--- src/rtl/pgss_pkg.sv ---
// ----------------------------------------------------------------------------
// pgss_pkg: shared types and constants of the proximity gated sample stream
// Item kinds, host codes, run modes and the item/result records passed
// between the input register, the processing stage and the output register.
// ----------------------------------------------------------------------------
package pgss_pkg;

    // item kinds carried in s_tuser
    typedef enum logic [1:0] {
        KIND_COMMAND = 2'd0,
        KIND_SAMPLE  = 2'd1,
        KIND_ECHO    = 2'd2
    } kind_t;

    // run mode, one-hot
    typedef enum logic [2:0] {
        MODE_WAIT   = 3'b001,
        MODE_MANUAL = 3'b010,
        MODE_DIST   = 3'b100
    } mode_t;

    // host command bytes
    localparam logic [7:0] CODE_MANUAL = 8'h4D;
    localparam logic [7:0] CODE_DIST   = 8'h44;
    localparam logic [7:0] CODE_STOP   = 8'h53;

    localparam logic [5:0] US_PER_CM       = 6'd58;
    localparam logic [2:0] HYSTERESIS_CM   = 3'd5;
    localparam logic [7:0] STOP_MARK       = 8'hFF;
    localparam logic [7:0] FILTER_START    = 8'd128;
    localparam logic [7:0] THRESHOLD_RESET = 8'd10;

    localparam int unsigned DATA_W   = 32;
    localparam int unsigned LIMIT_W  = 15;

    typedef struct packed {
        kind_t       kind;
        logic [7:0]  command_code;
        logic [7:0]  sample_value;
        logic [15:0] echo_time_us;
    } item_t;

    typedef struct packed {
        logic       valid;
        logic [7:0] out_byte;
        logic       is_stop;
    } result_t;

endpackage

--- src/rtl/pgss_in_reg.sv ---
// ----------------------------------------------------------------------------
// pgss_in_reg: input register
// Captures one item from the slave channel; releases it when the processing
// stage takes it.
// ----------------------------------------------------------------------------
module pgss_in_reg
    import pgss_pkg::*;
(
    input  logic              clk,
    input  logic              rst_n,
    input  logic              s_tvalid,
    output logic              s_tready,
    input  logic [DATA_W-1:0] s_tdata,
    input  logic [1:0]        s_tuser,
    input  logic              take,      // processing stage consumes the held item
    output logic              held_valid,
    output item_t             held_item
);

    logic  valid_reg;
    logic  valid_next;
    item_t item_reg;

    assign s_tready   = !valid_reg || take;
    assign held_valid = valid_reg;
    assign held_item  = item_reg;

    always_comb
    begin
        valid_next = valid_reg;
        if (s_tvalid && s_tready)
        begin
            valid_next = 1'b1;
        end
        else if (take)
        begin
            valid_next = 1'b0;
        end
    end

    always_ff @(posedge clk or negedge rst_n)
    begin
        if (!rst_n)
        begin
            valid_reg <= 1'b0;
        end
        else
        begin
            valid_reg <= valid_next;
        end
    end

    // payload, no reset
    always_ff @(posedge clk)
    begin
        if (s_tvalid && s_tready)
        begin
            item_reg.kind         <= kind_t'(s_tuser);
            item_reg.command_code <= s_tdata[7:0];
            item_reg.sample_value <= s_tdata[15:8];
            item_reg.echo_time_us <= s_tdata[31:16];
        end
    end

endmodule

--- src/rtl/pgss_proc.sv ---
// ----------------------------------------------------------------------------
// pgss_proc: mode, recording gate and smoothing filter
// Updates run mode, recording flag and filter history for each item taken,
// and forms the result, if any, for the output register.
// ----------------------------------------------------------------------------
module pgss_proc
    import pgss_pkg::*;
(
    input  logic       clk,
    input  logic       rst_n,
    input  logic       go,          // held item is processed this cycle
    input  item_t      item,
    input  logic [7:0] threshold,
    output result_t    res
);

    mode_t      mode_reg, mode_next;
    logic       recording_reg, recording_next;
    logic [7:0] last_sample_reg, last_sample_next;

    logic [LIMIT_W-1:0] start_lim;   // echo below this: cm <= threshold
    logic [LIMIT_W-1:0] stop_lim;    // echo at or above: cm > threshold + 5
    logic [8:0]         sum;
    logic [7:0]         avg;
    logic               pass;

    assign start_lim = (LIMIT_W'(threshold) + LIMIT_W'(1)) * LIMIT_W'(US_PER_CM);
    assign stop_lim  = (LIMIT_W'(threshold) + LIMIT_W'(HYSTERESIS_CM) + LIMIT_W'(1))
                       * LIMIT_W'(US_PER_CM);

    assign sum  = {1'b0, last_sample_reg} + {1'b0, item.sample_value};
    assign avg  = sum[8:1];
    assign pass = (mode_reg == MODE_MANUAL) || ((mode_reg == MODE_DIST) && recording_reg);

    always_comb
    begin
        mode_next        = mode_reg;
        recording_next   = recording_reg;
        last_sample_next = last_sample_reg;
        res.valid        = 1'b0;
        res.out_byte     = avg;
        res.is_stop      = 1'b0;
        if (go)
        begin
            unique case (item.kind)
                KIND_COMMAND:
                begin
                    priority if (item.command_code == CODE_MANUAL)
                    begin
                        mode_next        = MODE_MANUAL;
                        recording_next   = 1'b0;
                        last_sample_next = FILTER_START;
                    end
                    else if (item.command_code == CODE_DIST)
                    begin
                        mode_next        = MODE_DIST;
                        recording_next   = 1'b0;
                        last_sample_next = FILTER_START;
                    end
                    else if (item.command_code == CODE_STOP && mode_reg != MODE_WAIT)
                    begin
                        mode_next        = MODE_WAIT;
                        recording_next   = 1'b0;
                        last_sample_next = FILTER_START;
                    end
                    else
                    begin
                        mode_next = mode_reg;
                    end
                end
                KIND_SAMPLE:
                begin
                    if (pass)
                    begin
                        res.valid        = 1'b1;
                        last_sample_next = item.sample_value;
                    end
                end
                KIND_ECHO:
                begin
                    if (mode_reg == MODE_DIST)
                    begin
                        priority if (!recording_reg && (item.echo_time_us < 16'(start_lim)))
                        begin
                            recording_next   = 1'b1;
                            last_sample_next = FILTER_START;
                        end
                        else if (recording_reg && (item.echo_time_us >= 16'(stop_lim)))
                        begin
                            recording_next = 1'b0;
                            res.valid      = 1'b1;
                            res.out_byte   = STOP_MARK;
                            res.is_stop    = 1'b1;
                        end
                        else
                        begin
                            recording_next = recording_reg;
                        end
                    end
                end
                default:
                begin
                    mode_next = mode_reg;   // unused kind: no effect
                end
            endcase
        end
    end

    always_ff @(posedge clk or negedge rst_n)
    begin
        if (!rst_n)
        begin
            mode_reg        <= MODE_WAIT;
            recording_reg   <= 1'b0;
            last_sample_reg <= FILTER_START;
        end
        else
        begin
            mode_reg        <= mode_next;
            recording_reg   <= recording_next;
            last_sample_reg <= last_sample_next;
        end
    end

    // a stop marker only ends a running recording
    a_stop_ends_rec: assert property (@(posedge clk) disable iff (!rst_n)
        res.valid && res.is_stop |-> recording_reg && !recording_next)
        else $error("stop marker without an active recording");

    // nothing is forwarded while waiting
    a_wait_silent: assert property (@(posedge clk) disable iff (!rst_n)
        mode_reg == MODE_WAIT |-> !res.valid)
        else $error("result produced while waiting");

    // only commands change the mode
    a_mode_by_cmd: assert property (@(posedge clk) disable iff (!rst_n)
        go && item.kind != KIND_COMMAND |=> mode_reg == $past(mode_reg))
        else $error("mode changed by a non-command item");

    // a forwarded sample becomes the filter history
    a_filter_hist: assert property (@(posedge clk) disable iff (!rst_n)
        res.valid && !res.is_stop |=> last_sample_reg == $past(item.sample_value))
        else $error("filter history not updated");

endmodule

--- src/rtl/pgss_out_reg.sv ---
// ----------------------------------------------------------------------------
// pgss_out_reg: result register
// Holds one result for the master channel; free again once it is taken.
// ----------------------------------------------------------------------------
module pgss_out_reg
    import pgss_pkg::*;
(
    input  logic       clk,
    input  logic       rst_n,
    input  logic       load,       // processing stage advances this cycle
    input  result_t    res,
    output logic       free,       // room for a result this cycle
    output logic       m_tvalid,
    input  logic       m_tready,
    output logic [7:0] m_tdata,
    output logic [0:0] m_tuser
);

    logic       valid_reg, valid_next;
    logic [7:0] byte_reg;
    logic       stop_reg;

    assign free     = !valid_reg || m_tready;
    assign m_tvalid = valid_reg;
    assign m_tdata  = byte_reg;
    assign m_tuser  = stop_reg;

    always_comb
    begin
        valid_next = valid_reg;
        if (load && res.valid)
        begin
            valid_next = 1'b1;
        end
        else if (m_tready)
        begin
            valid_next = 1'b0;
        end
    end

    always_ff @(posedge clk or negedge rst_n)
    begin
        if (!rst_n)
        begin
            valid_reg <= 1'b0;
        end
        else
        begin
            valid_reg <= valid_next;
        end
    end

    always_ff @(posedge clk)
    begin
        if (load && res.valid)
        begin
            byte_reg <= res.out_byte;
            stop_reg <= res.is_stop;
        end
    end

endmodule

--- src/rtl/proximity_gated_sample_stream.sv ---
// ----------------------------------------------------------------------------
// proximity_gated_sample_stream: distance gated audio byte stream
// Host commands select manual or distance mode; echo times gate recording,
// samples are smoothed by a two-tap average and forwarded.
// ----------------------------------------------------------------------------
// Usage
//  - Slave channel: one item per handshake. s_tuser gives the kind (host
//    command, audio sample, echo time); s_tdata carries code, sample, echo.
//  - Master channel: zero or one item per input item, a smoothed sample or
//    the 0xFF stop marker, flagged in m_tuser, when a recording ends.
//  - cfg_wen/cfg_wdata write the detection threshold in cm; write only while
//    the block is idle. Reset value 10.
//  - Throughput: one item per cycle while the receiver takes results. Each
//    item passes the input register, then the result register, before
//    m_tvalid rises.
//  - The distance compare uses (threshold+1)*58 and (threshold+6)*58 limits, no divider.
//  - Reset: waiting mode, not recording, filter history 128, no item held.
//  - Receiver stall: the result register holds its item; one further input
//    item is taken into the input register, then s_tready drops until the
//    result is taken.
// ----------------------------------------------------------------------------
module proximity_gated_sample_stream
    import pgss_pkg::*;
(
    input  logic              clk,
    input  logic              rst_n,
    // slave side
    input  logic              s_tvalid,
    output logic              s_tready,
    input  logic [DATA_W-1:0] s_tdata,   // [7:0] command_code, [15:8] sample_value,
                                         // [31:16] echo_time_us
    input  logic [1:0]        s_tuser,   // [1:0] cmd (item kind)
    // master side
    output logic              m_tvalid,
    input  logic              m_tready,
    output logic [7:0]        m_tdata,   // [7:0] out_byte
    output logic [0:0]        m_tuser,   // [0] is_stop
    // threshold register
    input  logic              cfg_wen,
    input  logic [7:0]        cfg_wdata
);

    logic       threshold_reg;
    logic [7:0] thr_reg;
    logic       held_valid;
    item_t      held_item;
    logic       out_free;
    logic       proc_go;
    result_t    res;

    // held item advances when the result register has room
    assign proc_go = held_valid && out_free;

    // threshold register: written directly, no read-back
    always_ff @(posedge clk or negedge rst_n)
    begin
        if (!rst_n)
        begin
            thr_reg       <= THRESHOLD_RESET;
            threshold_reg <= 1'b0;
        end
        else if (cfg_wen)
        begin
            thr_reg       <= cfg_wdata;
            threshold_reg <= 1'b1;
        end
    end

    pgss_in_reg u_in_reg (
        .clk        (clk),
        .rst_n      (rst_n),
        .s_tvalid   (s_tvalid),
        .s_tready   (s_tready),
        .s_tdata    (s_tdata),
        .s_tuser    (s_tuser),
        .take       (proc_go),
        .held_valid (held_valid),
        .held_item  (held_item)
    );

    pgss_proc u_proc (
        .clk       (clk),
        .rst_n     (rst_n),
        .go        (proc_go),
        .item      (held_item),
        .threshold (thr_reg),
        .res       (res)
    );

    pgss_out_reg u_out_reg (
        .clk      (clk),
        .rst_n    (rst_n),
        .load     (proc_go),
        .res      (res),
        .free     (out_free),
        .m_tvalid (m_tvalid),
        .m_tready (m_tready),
        .m_tdata  (m_tdata),
        .m_tuser  (m_tuser)
    );

    // an item is only processed from a full input register into free space
    a_go_ok: assert property (@(posedge clk) disable iff (!rst_n)
        proc_go |-> held_valid && (!m_tvalid || m_tready))
        else $error("item processed without room for its result");

    // a written threshold takes effect on the next edge
    a_cfg_write: assert property (@(posedge clk) disable iff (!rst_n)
        cfg_wen |=> thr_reg == $past(cfg_wdata) && threshold_reg)
        else $error("threshold write lost");

    // an accepted input is always held in the next cycle, ready for processing
    a_in_held: assert property (@(posedge clk) disable iff (!rst_n)
        s_tvalid && s_tready |=> held_valid)
        else $error("accepted item not held");

endmodule
--- config.mk ---
export PLATFORM = sky130hd
export DESIGN_NAME = proximity_gated_sample_stream
export DESIGN_NICKNAME = d
export VERILOG_FILES = /design/src/rtl/pgss_pkg.sv /design/src/rtl/pgss_in_reg.sv /design/src/rtl/pgss_proc.sv /design/src/rtl/pgss_out_reg.sv /design/src/rtl/proximity_gated_sample_stream.sv
export SDC_FILE = /design/constraint.sdc
export NUM_CORES = 1
export LEC_CHECK = 0
export BUFFER_PORTS_ARGS = -buffer_cell sky130_fd_sc_hd__buf_2
export CORE_ASPECT_RATIO = 1.25
export CORE_MARGIN = 2
export CORE_UTILIZATION = 60
export CTS_CLUSTER_SIZE = 16
export DETAILED_ROUTE_END_ITERATION = 6
export GPL_TIMING_DRIVEN = 0
export PLACE_DENSITY = 0.85
export SLEW_MARGIN = 20
export SYNTH_ARGS = -nofsm -noshare
export SYNTH_HDL_FRONTEND = slang
export SYNTH_SLANG_ARGS = --single-unit
--- constraint.sdc ---
create_clock -name clk -period 12.16 [get_ports clk]
set_input_delay 1.824 -clock clk [delete_from_list [all_inputs] [get_ports clk]]
set_output_delay 1.824 -clock clk [all_outputs]
set_load 0.1 [all_outputs]
# Word-level counts from Yosys, hierarchy flattened
# Index checks and enable logic that the tools add are counted.
dict set report word_totals {
  reg_bits 65
  out_inout_bits 11
  word_cells 87
}
dict set report op_classes {
  add_sub_neg 4
  multipliers 2
  magnitude_cmp 2
  n_eq_ne 13
  mux 28
  bitwise_logic 3
  reduce_logical 23
}
# operator count
set op_table {}
lappend op_table {{$mux W8} 6}
lappend op_table {{$mux W10} 4}
lappend op_table {{$mul A15 B5 Y14 const B} 2}
lappend op_table {{$eq A8 B7 Y1 const B} 3}
lappend op_table {{$pmux W8 S3} 1}
lappend op_table {{$ge A16 B15 Y1} 1}
lappend op_table {{$lt A16 B15 Y1} 1}
lappend op_table {{$add A15 B1 Y15 const B} 1}
lappend op_table {{$mux W1} 11}
lappend op_table {{$add A8 B1 Y9 const B} 1}
lappend op_table {{$add A8 B3 Y9 const B} 1}
lappend op_table {{$add A8 B8 Y9} 1}
lappend op_table {{$mux W3} 3}
lappend op_table {{$mux W9} 1}
lappend op_table {{$logic_and A1 B1 Y1} 7}
lappend op_table {{$ne A2 B1 Y1 const B} 3}
lappend op_table {{$ne A3 B1 Y1 const B} 2}
lappend op_table {{$reduce_and A6 Y1} 1}
lappend op_table {{$reduce_bool A2 Y1} 3}
lappend op_table {{$reduce_bool A3 Y1} 2}
lappend op_table {{$reduce_and A5 Y1} 1}
lappend op_table {{$ne A4 B1 Y1 const B} 1}
lappend op_table {{$pmux W1 S2} 2}
lappend op_table {{$reduce_or A4 Y1} 1}
lappend op_table {{9 further kinds} 15}

# Logic depth before layout (Yosys ltp)
# Gate-level depths: netlist of the first run.
dict set report depth {
  word_depth 12
  depth_mapped 28
  depth_no_buf 26
}

# By module
# A second synthesis of the first run with hierarchy kept.
dict set report hier_totals {
  cells_unflattened 568
  area_unflattened_um2 5875.6
}
# module instances cells_per_inst area_per_inst_um2 seq_area_each_um2
set modules_own_cells {}
lappend modules_own_cells {pgss_proc 1 498 4137.7 302.8}
lappend modules_own_cells {pgss_in_reg 1 38 1074.8 1046.0}
lappend modules_own_cells {proximity_gated_sample_stream 1 18 340.3 202.7}
lappend modules_own_cells {pgss_out_reg 1 14 322.8 295.3}

# Worst setup path after synthesis of the first run
# No wires, ideal clock.
dict set report synth_path {
  path_type {flip-flop to flip-flop}
  startpoint {register thr_reg[0]}
  endpoint {register u_out_reg.byte_reg[0] (netlist: u_out_reg.m_tdata[0]) (enable)}
  setup_time_ps 378
  arrival_time_ps 6207
  required_ps 11782
  setup_slack_ps 5575
  stages_incl_launch_ff 27
  synth_period_minus_slack_ps 6585
  cell_sequence {dfrtp_1 > buf_2 > inv_1 > ha_1 > mux2i_1 > o21ai_0 > xnor2_1 > ha_1 > xor2_1 > ha_1 > inv_1 > fa_1 > inv_1 > ha_1 > nand2_1 > o21ai_0 > or4_1 > nand2_1 > xor2_1 > ha_1 > and3b_1 > a221oi_1 > o21ai_0 > a31oi_1 > or4_1 > clkbuf_1 > a21oi_1}
}
dict set report synth_via {
  elab_chain_len 11
  word_cells_on_any_way 15
}
# element line_no
set synth_lines {}
lappend synth_lines {{start: declaration} proximity_gated_sample_stream.sv:44} ;# logic [7:0] thr_reg;
lappend synth_lines {{start signal: assignment} proximity_gated_sample_stream.sv:64} ;# thr_reg <= cfg_wdata;
lappend synth_lines {{$add A8 B3 Y9} pgss_proc.sv:28} ;# assign stop_lim = (LIMIT_W'(threshold) + LIMIT_W'(HYSTERESIS_CM) + LIMIT_W'(1))
lappend synth_lines {{$add A15 B1 Y15} pgss_proc.sv:28}
lappend synth_lines {{$mul A15 B5 Y14} pgss_proc.sv:29} ;# * LIMIT_W'(US_PER_CM);
lappend synth_lines {{$ge A16 B15 Y1} pgss_proc.sv:88} ;# else if (recording_reg && (item.echo_time_us >= 16'(stop_lim)))
lappend synth_lines {{$logic_and A1 B1 Y1} pgss_proc.sv:88}
lappend synth_lines {{$mux W10} pgss_proc.sv:88}
lappend synth_lines {{$mux W10 (*)} pgss_proc.sv:83} ;# priority if (!recording_reg && (item.echo_time_us < 16'(start_lim)))
lappend synth_lines {{$mux W10 (*)} pgss_proc.sv:81} ;# if (mode_reg == MODE_DIST)
lappend synth_lines {{$pmux W1 S2 (*)} pgss_proc.sv:45} ;# unique case (item.kind)
lappend synth_lines {{$mux W10 (*)} pgss_proc.sv:43} ;# if (go)
lappend synth_lines {{$logic_and A1 B1 Y1 (*)} pgss_out_reg.sv:55} ;# if (load && res.valid)
lappend synth_lines {{end signal: assignment} pgss_out_reg.sv:57} ;# byte_reg <= res.out_byte;
lappend synth_lines {{end: declaration} pgss_out_reg.sv:20} ;# logic [7:0] byte_reg;
# Mark *: on every way between the ends. The rest lies on a longest branch, timed or not.
# A chain may end at the register's enable or synchronous reset.

# Worst setup path in the final report of the first run
dict set report layout_path {
  startpoint {register thr_reg[0]}
  endpoint {register u_out_reg.byte_reg[4] (netlist: u_out_reg.m_tdata[4]) (enable)}
}
# The elaborated chain is that of the path after synthesis.

==> results by group, run 1 <==
Clock network
  – Root buffer cell: clkbuf_16
  – Clock Sinks: 65
  – Setup Buffers After CTS: 0
  – CTS tree: done
  – CTS H-Tree Depth: 3
  – CTS buffer count: 9
  – Max clock buf depth: 2
  – Post-CTS Hold Fix Bufs: 0
  – PostCTS Resize Cnt: 0
  – Clock Latency Late Sink: 0.33 ns
  – Worst-path clk slew: 0.05 ns

Floorplan
  – Core area: 9510 um2
  – Initial cell density of the core: 61.2%
  – # IOs: 58
  – DIE WIDTH: 92.1 um
  – Chip height: 114 um
  – Die footprint: 10,500 um2
  – Row count: 40

Power and ir drop
  – Net switching fraction of the power: 43.9%
  – Total power per unit cell area: 247 nW/um2
  – Internal power: 0.000914 W
  – Gate power share: 66.4%
  – Clock power frac: 17.2%
  – Reg power frac: 16.4%
  – Peak supply drop: 174 uV
  – Leak pwr: 3.14 nW
  – Psw: 0.000715 W

Global routing
  – Met3 GRT Util: 4.81%
  – GR peak layer: met2
  – GRT Overall Usage: 25.1%
  – Grt met1 use: 26.4%
  – Global route overflow: 0
  – Initial antenna violation count: 0
  – Vias in the first global route: 4,616
  – Largest net degree at the start of global routing: 35
  – First-pass GRT wire length: 20.8 mm
  – Met2 usage: 48.0%

Critical path
  – Critical path class: reg -> reg
  – CP Data Required Time: 12.11 ns
  – Worst reg2reg path depth: 25
  – Setup crit end kind: flip-flop
  – R2R setup slack: 4.24 ns
  – Setup crit start kind: flip-flop
  – Critical Path AT: 7.87 ns
  – Crit-path max FO: 10

Logic synthesis
  – Synth Instances: 575
  – Syn. warnings: 0
  – Sequential element share of the synthesized area: 31.7%
  – Post-synth ARST share: 33.8%
  – Top cells by count, synth: ha_1, inv_1, edfxtp_1
  – Primary FF master, synth: edfxtp_1
  – Synthesized area per cell: 10.1 um2
  – Number of synthesized flops with an enable pin: 43
  – Cell with the most instances after synthesis: ha_1
  – Synthesized flop and latch total: 65
  – Mapped Area: 5820 um2
  – Yosys top cell by area: edfxtp_1
  – Top cells by area, synth: edfxtp_1, ha_1, dfrtp_1, fa_1, inv_1
  – Synth cell types: 67
  – Synth top area share: 22.2%

Timing
  – Max Fclk: 126 MHz
  – Fin. Hold Viols: 0
  – Unrepaired setup endpoints after global routing: no
  – Relative slew slack: 34.4%
  – Final setup vio count: 0
  – Max Slew Vio Count: 0
  – Setup TNS: 0 ns
  – Final period util: 65.1%
  – Worst Skew: 0.00612 ns
  – Worst Tran Pin Value: 0.984 ns
  – Fin crit period: 7.92 ns

Placed design
  – DP Wirelength: 9.29 mm
  – # port buffers: 57
  – Gpl congestion: 0.874

Min path
  – Type of the worst min-delay path: reg -> reg
  – WHS Path Cells: 2

Outcome
  – Status: finished clean

Route
  – Drt wl/cell: 16.3 um
  – Via/cell ratio: 5.81
  – Routed Wire Length: 12.6 mm
  – Pre-Repair DR Iteration Count: 5
  – Initial DRC Count: 254
  – Via count: 4,499
  – DR DRC count: 0
  – Antenna-violating nets left: 0

Job
  – Max_cap viols: 0

Cells and area
  – Largest register FFs: 34
  – Fin util: 69.4%
  – Nets@finish: 807
  – Ratio of cells with drive above 1 in the final layout: 14.8%
  – Antenna Cells: 0
  – Area Overhead vs Synth: 13.4%
==> worst max-delay path: stages (launching register included) <==
cell	delay, ns
dfrtp_1	0.49
buf_2	0.28
inv_1	0.15
ha_1	0.52
mux2i_1	0.21
o21ai_0	0.12
xnor2_1	0.53
ha_1	0.36
xor2_1	0.17
ha_1	0.31
inv_1	0.05
fa_1	0.50
inv_1	0.04
ha_1	0.32
nand2_1	0.09
o21ai_0	0.09
or4_1	0.45
and4_1	0.21
a211oi_1	0.28
ha_1	0.20
nand3_1	0.12
a211oi_1	0.24
a31oi_1	0.16
or4_1	0.56
clkbuf_1	0.25
a21oi_1	0.82
==> layout make-up <==
type | count | area, um2
Inverter | 79 | 297
Multi-Input combinational cell | 421 | 3640
Clock inverter | 5 | 77.6
Tap cell | 126 | 158
Sequential cell | 65 | 1850
Clock buffer | 11 | 253
Timing Repair Buffer | 57 | 285
Buffer | 11 | 43.8
Fill cell | 694 | 2910
==> layout by cell type (no fill, tap or decap), types with 3 or more instances in the layout <==
cell type   n
dfrtp_1    18
nand3_1    11
and3_1      3
nor2_1     22
or3_1       4
nand2b_1    4
xor2_1     26
a211o_1     3
mux2_2      4
buf_2      59
mux2i_1    10
dfstp_2     4
nand4_1     3
o21ai_0    30
a21o_1     11
clkbuf_16   9
inv_1      79
or4_1       3
conb_1      3
ha_1       97
o21a_1      6
edfxtp_1   43
nand2_1    39
nor3_1     12
clkbuf_1    9
a21oi_1    19
and4_1      3
xnor2_1    20
a211oi_1    6
o211ai_1    6
fa_1       19
nor2b_1    10
==> metal layers <==
metal  wire length [um]  share of wire [%]
met5                  0                  0
met4                457                3.6
met3                553                4.4
met2               6940                 55
met1               4660                 37
==> through the flow <==
stage / instance area (um2) / hold slack [ns] / power (W) / std cells / setup WS (ns)
4_1_cts: 6600 / 0.526 / 0.00163 / 775 / 4.24
3_3_place_gp: 6270 / 0.511 / 0.00126 / 759 / 4.45
2_1_floorplan: 5820 / 0.499 / 0.00107 / 576 / 5.58
6_report: 6600 / 0.536 / 0.00163 / 775 / 4.24
5_1_grt: 6600 / 0.565 / 0.00179 / 775 / 3.69
3_5_place_dp: 6270 / 0.517 / 0.00131 / 759 / 4.29
==> cell families (layout without fill, tap and decap cells) <==
family,Yosys count,count (layout),share of synthesized area [%]
buffers and inverters,90,163,5.85
AO/OA/AOI/OAI,108,108,12.9
adder cells (fa/ha/maj),118,118,27.7
XOR/XNOR,46,46,6.92
flip-flops,65,65,31.7
multiplexers,15,15,2.75
AND/OR/NAND/NOR,131,131,12.0
other,2,3,0.129
==> power groups by stage <==
stage	Combinational (W)	Clock (W)	Sequential [W]
finish	0.00108	0.000280	0.000267
global placement	0.000990	0	0.000270
CTS	0.00108	0.000282	0.000267
floorplan	0.000807	0	0.000268
detailed placement	0.00104	0	0.000270
global route	0.00123	0.000290	0.000269
==> final timing paths <==
check                                     startpoint                        end
min in group asynchronous                      rst_n  u_proc.last_sample_reg[6]
max in group asynchronous                      rst_n                 thr_reg[3]
setup reg to reg                          thr_reg[0]       u_out_reg.m_tdata[4]
hold / removal             u_proc.last_sample_reg[2]  u_proc.last_sample_reg[2]
hold reg to reg            u_proc.last_sample_reg[2]  u_proc.last_sample_reg[2]
setup / recovery                          thr_reg[0]       u_out_reg.m_tdata[4]
No activity file was read; power rests on OpenSTA's default activity.
==> run 2: changes to the inputs <==
Settings changed: ABC_AREA set to 1.
Clock period 12.16 ns to 7.3 ns, I/O delays scaled along.
==> run 2 against run 1 <==
Against the previous run: register-to-register slack lost 3.3 ns; critical path depth grew 11; via count grew 12%; die area grew 5.1%; setup slack lost 3.3 ns; core utilization shrank 0.39 points; cell count grew 24%; hold slack lost 0.066 ns; maximum frequency grew 24%; combinational power grew 38%; critical path type unchanged; critical endpoint is now u_out_reg.m_tdata[1]; highest routed layer unchanged.
==> results by group, run 2 <==
Logic synthesis
  – Synthesized area per cell: 8.08 um2
  – Synth Instances: 759
  – Syn. warnings: 0
  – Synthesized flop and latch total: 65
  – Synth top area share: 21.1%
  – Number of synthesized flops with an enable pin: 43
  – Top cells by count, synth: nand2_1, inv_1, ha_1
  – Top cells by area, synth: edfxtp_1, ha_1, nand2_1, inv_1, dfrtp_1
  – Primary FF master, synth: edfxtp_1
  – Synth cell types: 35
  – Cell with the most instances after synthesis: nand2_1
  – Sequential element share of the synthesized area: 30.1%
  – Yosys top cell by area: edfxtp_1
  – Post-synth ARST share: 33.8%
  – Mapped Area: 6130 um2

Clock network
  – PostCTS Resize Cnt: 0
  – Root buffer cell: clkbuf_16
  – CTS buffer count: 9
  – CTS H-Tree Depth: 3
  – Worst-path clk slew: 0.06 ns
  – Max clock buf depth: 2
  – CTS tree: done
  – Setup Buffers After CTS: 0
  – Clock Latency Late Sink: 0.34 ns
  – Post-CTS Hold Fix Bufs: 0
  – Clock Sinks: 65

Critical path
  – CP peak stage delay: 0.49 ns
  – Slowest cell on the critical path: fa_1
  – Crit-path max FO: 9
  – Setup crit start kind: flip-flop
  – Critical Path AT: 6.37 ns
  – CP Data Required Time: 7.30 ns
  – Setup crit end kind: flip-flop
  – Critical path class: reg -> reg
  – Top cell by count, worst path: nand2_1

Route
  – Routed Wire Length: 12.5 mm
  – Pre-Repair DR Iteration Count: 5
  – Initial DRC Count: 180
  – DR DRC count: 0
  – Drt wl/cell: 12.9 um
  – Antenna-violating nets left: 0
  – Via/cell ratio: 5.22
  – Via count: 5,025

Cells and area
  – Commonest non-fill, non-tap cells in the layout: nand2_1, inv_1, ha_1
  – Commonest non-fill, non-tap cell in the layout: nand2_1
  – Largest register FFs: 34
  – Final Cell Area: 6900 um2
  – Nets@finish: 991
  – Area Overhead vs Synth: 12.6%
  – Fin util: 69.0%
  – Antenna Cells: 0
  – Ratio of cells with drive above 1 in the final layout: 13.0%

Timing
  – Setup TNS: 0 ns
  – Worst Skew: 0.0111 ns
  – Final period util: 87.3%
  – Final setup vio count: 0
  – Unrepaired setup endpoints after global routing: no
  – Worst Tran Pin Value: 0.698 ns
  – Relative slew slack: 53.4%
  – Fin crit period: 6.37 ns
  – Max Slew Vio Count: 0
  – Fin. Hold Viols: 0
  – Max Fclk: 157 MHz

Global routing
  – Global route overflow: 0
  – Initial antenna violation count: 0
  – GRT Overall Usage: 24.4%
  – Vias in the first global route: 4,933
  – Largest net degree at the start of global routing: 35
  – First-pass GRT wire length: 21.2 mm

Floorplan
  – Die footprint: 11,000 um2
  – Core area: 10,000 um2
  – Initial cell density of the core: 61.3%
  – # IOs: 58
  – DIE WIDTH: 94.4 um
  – Chip height: 117 um
  – Row count: 41

Power and ir drop
  – Clock power frac: 19.4%
  – Peak supply drop: 190 uV
  – Psw: 0.00109 W
  – Internal power: 0.00132 W
  – Leak pwr: 3.65 nW
  – Reg power frac: 18.9%
  – Net switching fraction of the power: 45.2%
  – Total Power: 0.00241 W
  – Gate power share: 61.7%
  – Total power per unit cell area: 350 nW/um2

Placed design
  – Gpl congestion: 0.894
  – # port buffers: 57
  – DP Wirelength: 9.90 mm
  – DP Area: 6580 um2

Job
  – Max_cap viols: 0

Min path
  – Type of the worst min-delay path: reg -> reg

Outcome
  – Status: finished clean
run 2: cell types whose count changed in the layout (fill, tap and decap cells not counted), sizes merged, moves of 10 or more:
cell / before / now
nor2b: 10 / 0
inv: 79 / 136
mux2i: 10 / 0
nand2: 39 / 220
nand3: 11 / 32
xnor2: 20 / 7
nor2: 22 / 54
run 2: kinds of logic (layout without fill, tap and decap cells):
kind of cell	count (synthesis)	after routing	synth area share (%)
flops	65	65	30.1
other cells	2	3	0.123
compound gates	63	63	5.67
fa+ha+maj	116	116	26.0
buf+inv	139	212	8.59
simple gates	336	336	24.0
xor+xnor	38	38	5.43
run 2: cell type report:
| cell class | instances | area [um2] |
|---|---|---|
| plain buffers | 4 | 20.0 |
| fillers | 805 | 3100 |
| clock buffers | 10 | 229 |
| repair buffers | 57 | 285 |
| inverters | 135 | 507 |
| multi-input cells | 556 | 3760 |
| clock inverters | 6 | 92.6 |
| flip-flops and latches | 65 | 1850 |
| well taps | 129 | 161 |
run 2: path summary, 6_finish.rpt:
check,from,end,slack [ns],cells after the start
max,thr_reg[0],u_out_reg.m_tdata[1],0.93,36
min,u_proc.last_sample_reg[7],u_proc.last_sample_reg[7],0.47,2
max reg2reg,thr_reg[0],u_out_reg.m_tdata[1],0.93,36
min reg2reg,u_proc.last_sample_reg[7],u_proc.last_sample_reg[7],0.47,2
max in group asynchronous,rst_n,u_proc.last_sample_reg[3],6.16,1
min in group asynchronous,rst_n,thr_reg[5],0.74,1
run 2: metal layers:
| layer | track usage [%] | part of all wire, % | wire length [um] |
|---|---|---|---|
| met2 | 46.1 | 54 | 6750 |
| met3 | 3.91 | 3.5 | 434 |
| met5 | 0 | 0 | 0 |
| met1 | 27.0 | 39 | 4840 |
| met4 | 10.6 | 3.5 | 432 |
run 2: metrics by stage:
stage,hold WS [ns],std cells,worst slack [ns]
floorplan,0.442,760,1.89
global placement,0.455,946,1.13
detailed placement,0.463,946,1.00
CTS,0.468,962,0.945
global route,0.494,962,0.384
finish,0.470,962,0.930
run 2: worst max-delay path: cells and delay by family, from the launching register on:
family        cells  cell delay [ns]
flops             1             0.43
fa+ha+maj         6             2.20
xor+xnor          2             0.31
simple gates     20             2.15
buf+inv           8             0.90
run 2: power groups by stage:
stage	Clock (W)	Sequential (W)	Combinational, W
after detailed placement	0	0.000462	0.00147
final	0.000468	0.000457	0.00149
after floorplan	0	0.000455	0.00116
after CTS	0.000471	0.000456	0.00150
after global placement	0	0.000462	0.00141
after global routing	0.000483	0.000461	0.00175
==> run 3: changes to the inputs <==
Settings changed: CORE_ASPECT_RATIO 1.25 to 0.6.
==> run 3 against run 2 <==
Against the previous run: critical path depth is the same; clock-buffer cell count grew 1; total power grew 1.0%; setup slack lost 0.080 ns; sequential share of layout area increased by 0.097 points; hold slack better by 0.014 ns; clock power is 8.5% lower; critical endpoint is now u_out_reg.m_tuser; highest routed layer unchanged.
==> results by group, run 3 (synthesized netlist as in run 2, its figures left out) <==
Outcome
  – Status: finished clean

Clock network
  – Clock Sinks: 65
  – CTS H-Tree Depth: 3
  – Max clock buf depth: 2
  – Worst-path clk slew: 0.06 ns
  – Setup Buffers After CTS: 0
  – Root buffer cell: clkbuf_16
  – CTS tree: done
  – PostCTS Resize Cnt: 0
  – Clock Latency Late Sink: 0.33 ns
  – CTS buffer count: 9
  – Post-CTS Hold Fix Bufs: 0

Critical path
  – Critical path class: reg -> reg
  – Setup crit start kind: flip-flop
  – Critical path's top delay family: adder cells
  – CP peak stage delay: 0.51 ns
  – Critical Path AT: 6.45 ns
  – Setup crit end kind: flip-flop
  – CP Data Required Time: 7.30 ns
  – RR Startpoint: thr_reg[0]
  – CP startpoint: thr_reg[0]
  – Crit-path max FO: 9
  – CP Depth: 36
  – Top cell by count, worst path: nand2_1
  – Slowest cell on the critical path: fa_1
  – Worst reg2reg path depth: 36
  – Worst Path Buf+Inv: 8

Cells and area
  – Area occupied by multi-input gates: 3760 um2
  – Largest register FFs: 34
  – Final Cell Area: 6880 um2
  – FF/Latch Area: 1850 um2
  – Fin util: 69.4%
  – Ratio of cells with drive above 1 in the final layout: 12.8%
  – Nets@finish: 991
  – Antenna Cells: 0
  – Number of fill cells: 766
  – Commonest non-fill, non-tap cells in the layout: nand2_1, inv_1, ha_1
  – Area Overhead vs Synth: 12.2%
  – Commonest non-fill, non-tap cell in the layout: nand2_1

Floorplan
  – Core area: 9910 um2
  – # IOs: 58
  – DIE WIDTH: 134 um
  – Die footprint: 11,100 um2
  – Chip height: 82.3 um
  – Row count: 28
  – Initial cell density of the core: 61.8%

Global routing
  – Largest net degree at the start of global routing: 35
  – First-pass GRT wire length: 22.3 mm
  – Initial antenna violation count: 0
  – Global route overflow: 0
  – Vias in the first global route: 4,826
  – GRT Overall Usage: 25.9%

Timing
  – Worst Tran Pin Value: 0.742 ns
  – Fin crit period: 6.45 ns
  – Max Slew Vio Count: 0
  – Final setup vio count: 0
  – Worst Skew: 0.00716 ns
  – Final period util: 88.4%
  – Setup TNS: 0 ns
  – Unrepaired setup endpoints after global routing: no
  – Max Fclk: 155 MHz
  – Fin. Hold Viols: 0
  – Hold slack final: 0.484 ns
  – Relative slew slack: 50.5%

Placed design
  – DP Wirelength: 10.8 mm
  – Gpl congestion: 0.875
  – DP Area: 6590 um2
  – # port buffers: 57

Route
  – Drt wl/cell: 14.2 um
  – Antenna-violating nets left: 0
  – Routed Wire Length: 13.7 mm
  – Initial DRC Count: 375
  – DR DRC count: 0
  – Pre-Repair DR Iteration Count: 7
  – Via count: 5,176
  – Via/cell ratio: 5.35

Power and ir drop
  – Peak supply drop: 265 uV
  – Leak pwr: 3.64 nW
  – Total power per unit cell area: 355 nW/um2

Min path
  – Hold_sp: u_proc.last_sample_reg[7]
  – WHS Path Cells: 2
  – Type of the worst min-delay path: reg -> reg

Job
  – Max_cap viols: 0
==> run 3: power breakdown <==
| group | total, W | internal, W | switching [W] |
|---|---|---|---|
| logic | 0.00155 | 0.000603 | 0.000949 |
| clock network | 0.000428 | 0.000264 | 0.000164 |
| registers | 0.000458 | 0.000434 | 0.0000243 |
==> run 3: per-layer routing <==
layer,vias up,track usage [%],routed length [um],part of all wire (%)
met4,0,8.42,330,2.4
met1,2354,34.7,6270,46
met3,47,6.59,1110,8.1
met2,206,41.7,6010,44
li1,2569,-,-,-
met5,-,0,0,0
==> run 3: final timing paths <==
kind | to | slack (ns)
min in group asynchronous | thr_reg[2] | 0.75
min reg2reg | u_proc.last_sample_reg[7] | 0.48
max | u_out_reg.m_tuser | 0.85
min | u_proc.last_sample_reg[7] | 0.48
max in group asynchronous | u_proc.mode_reg[2] | 6.17
max reg2reg | u_out_reg.m_tuser | 0.85
==> run 3: area by class of cell <==
cell class | count | area share (%)
multi-input cells | 556 | 54.7
repair buffers | 57 | 4.15
flip-flops and latches | 65 | 26.9
clock buffers | 11 | 3.38
inverters | 135 | 7.37
plain buffers | 4 | 0.291
clock inverters | 5 | 0.819
well taps | 135 | 2.46
==> run 3: per-stage QoR <==
| stage | power (W) | cells | setup WS, ns |
|---|---|---|---|
| after floorplan | 0.00162 | 760 | 1.89 |
| after detailed placement | 0.00194 | 952 | 1.02 |
| after global routing | 0.00268 | 968 | 0.425 |
| final | 0.00244 | 968 | 0.850 |
| after CTS | 0.00241 | 968 | 0.951 |
| after global placement | 0.00185 | 952 | 1.20 |
==> run 3: worst reg2reg max path: cells and delay by family (launching register included) <==
kind | cells | cell delay, ns
adder cells (fa/ha/maj) | 6 | 2.26
flip-flops | 1 | 0.41
AND/OR/NAND/NOR | 20 | 2.21
buffers and inverters | 8 | 0.92
XOR/XNOR | 2 | 0.33
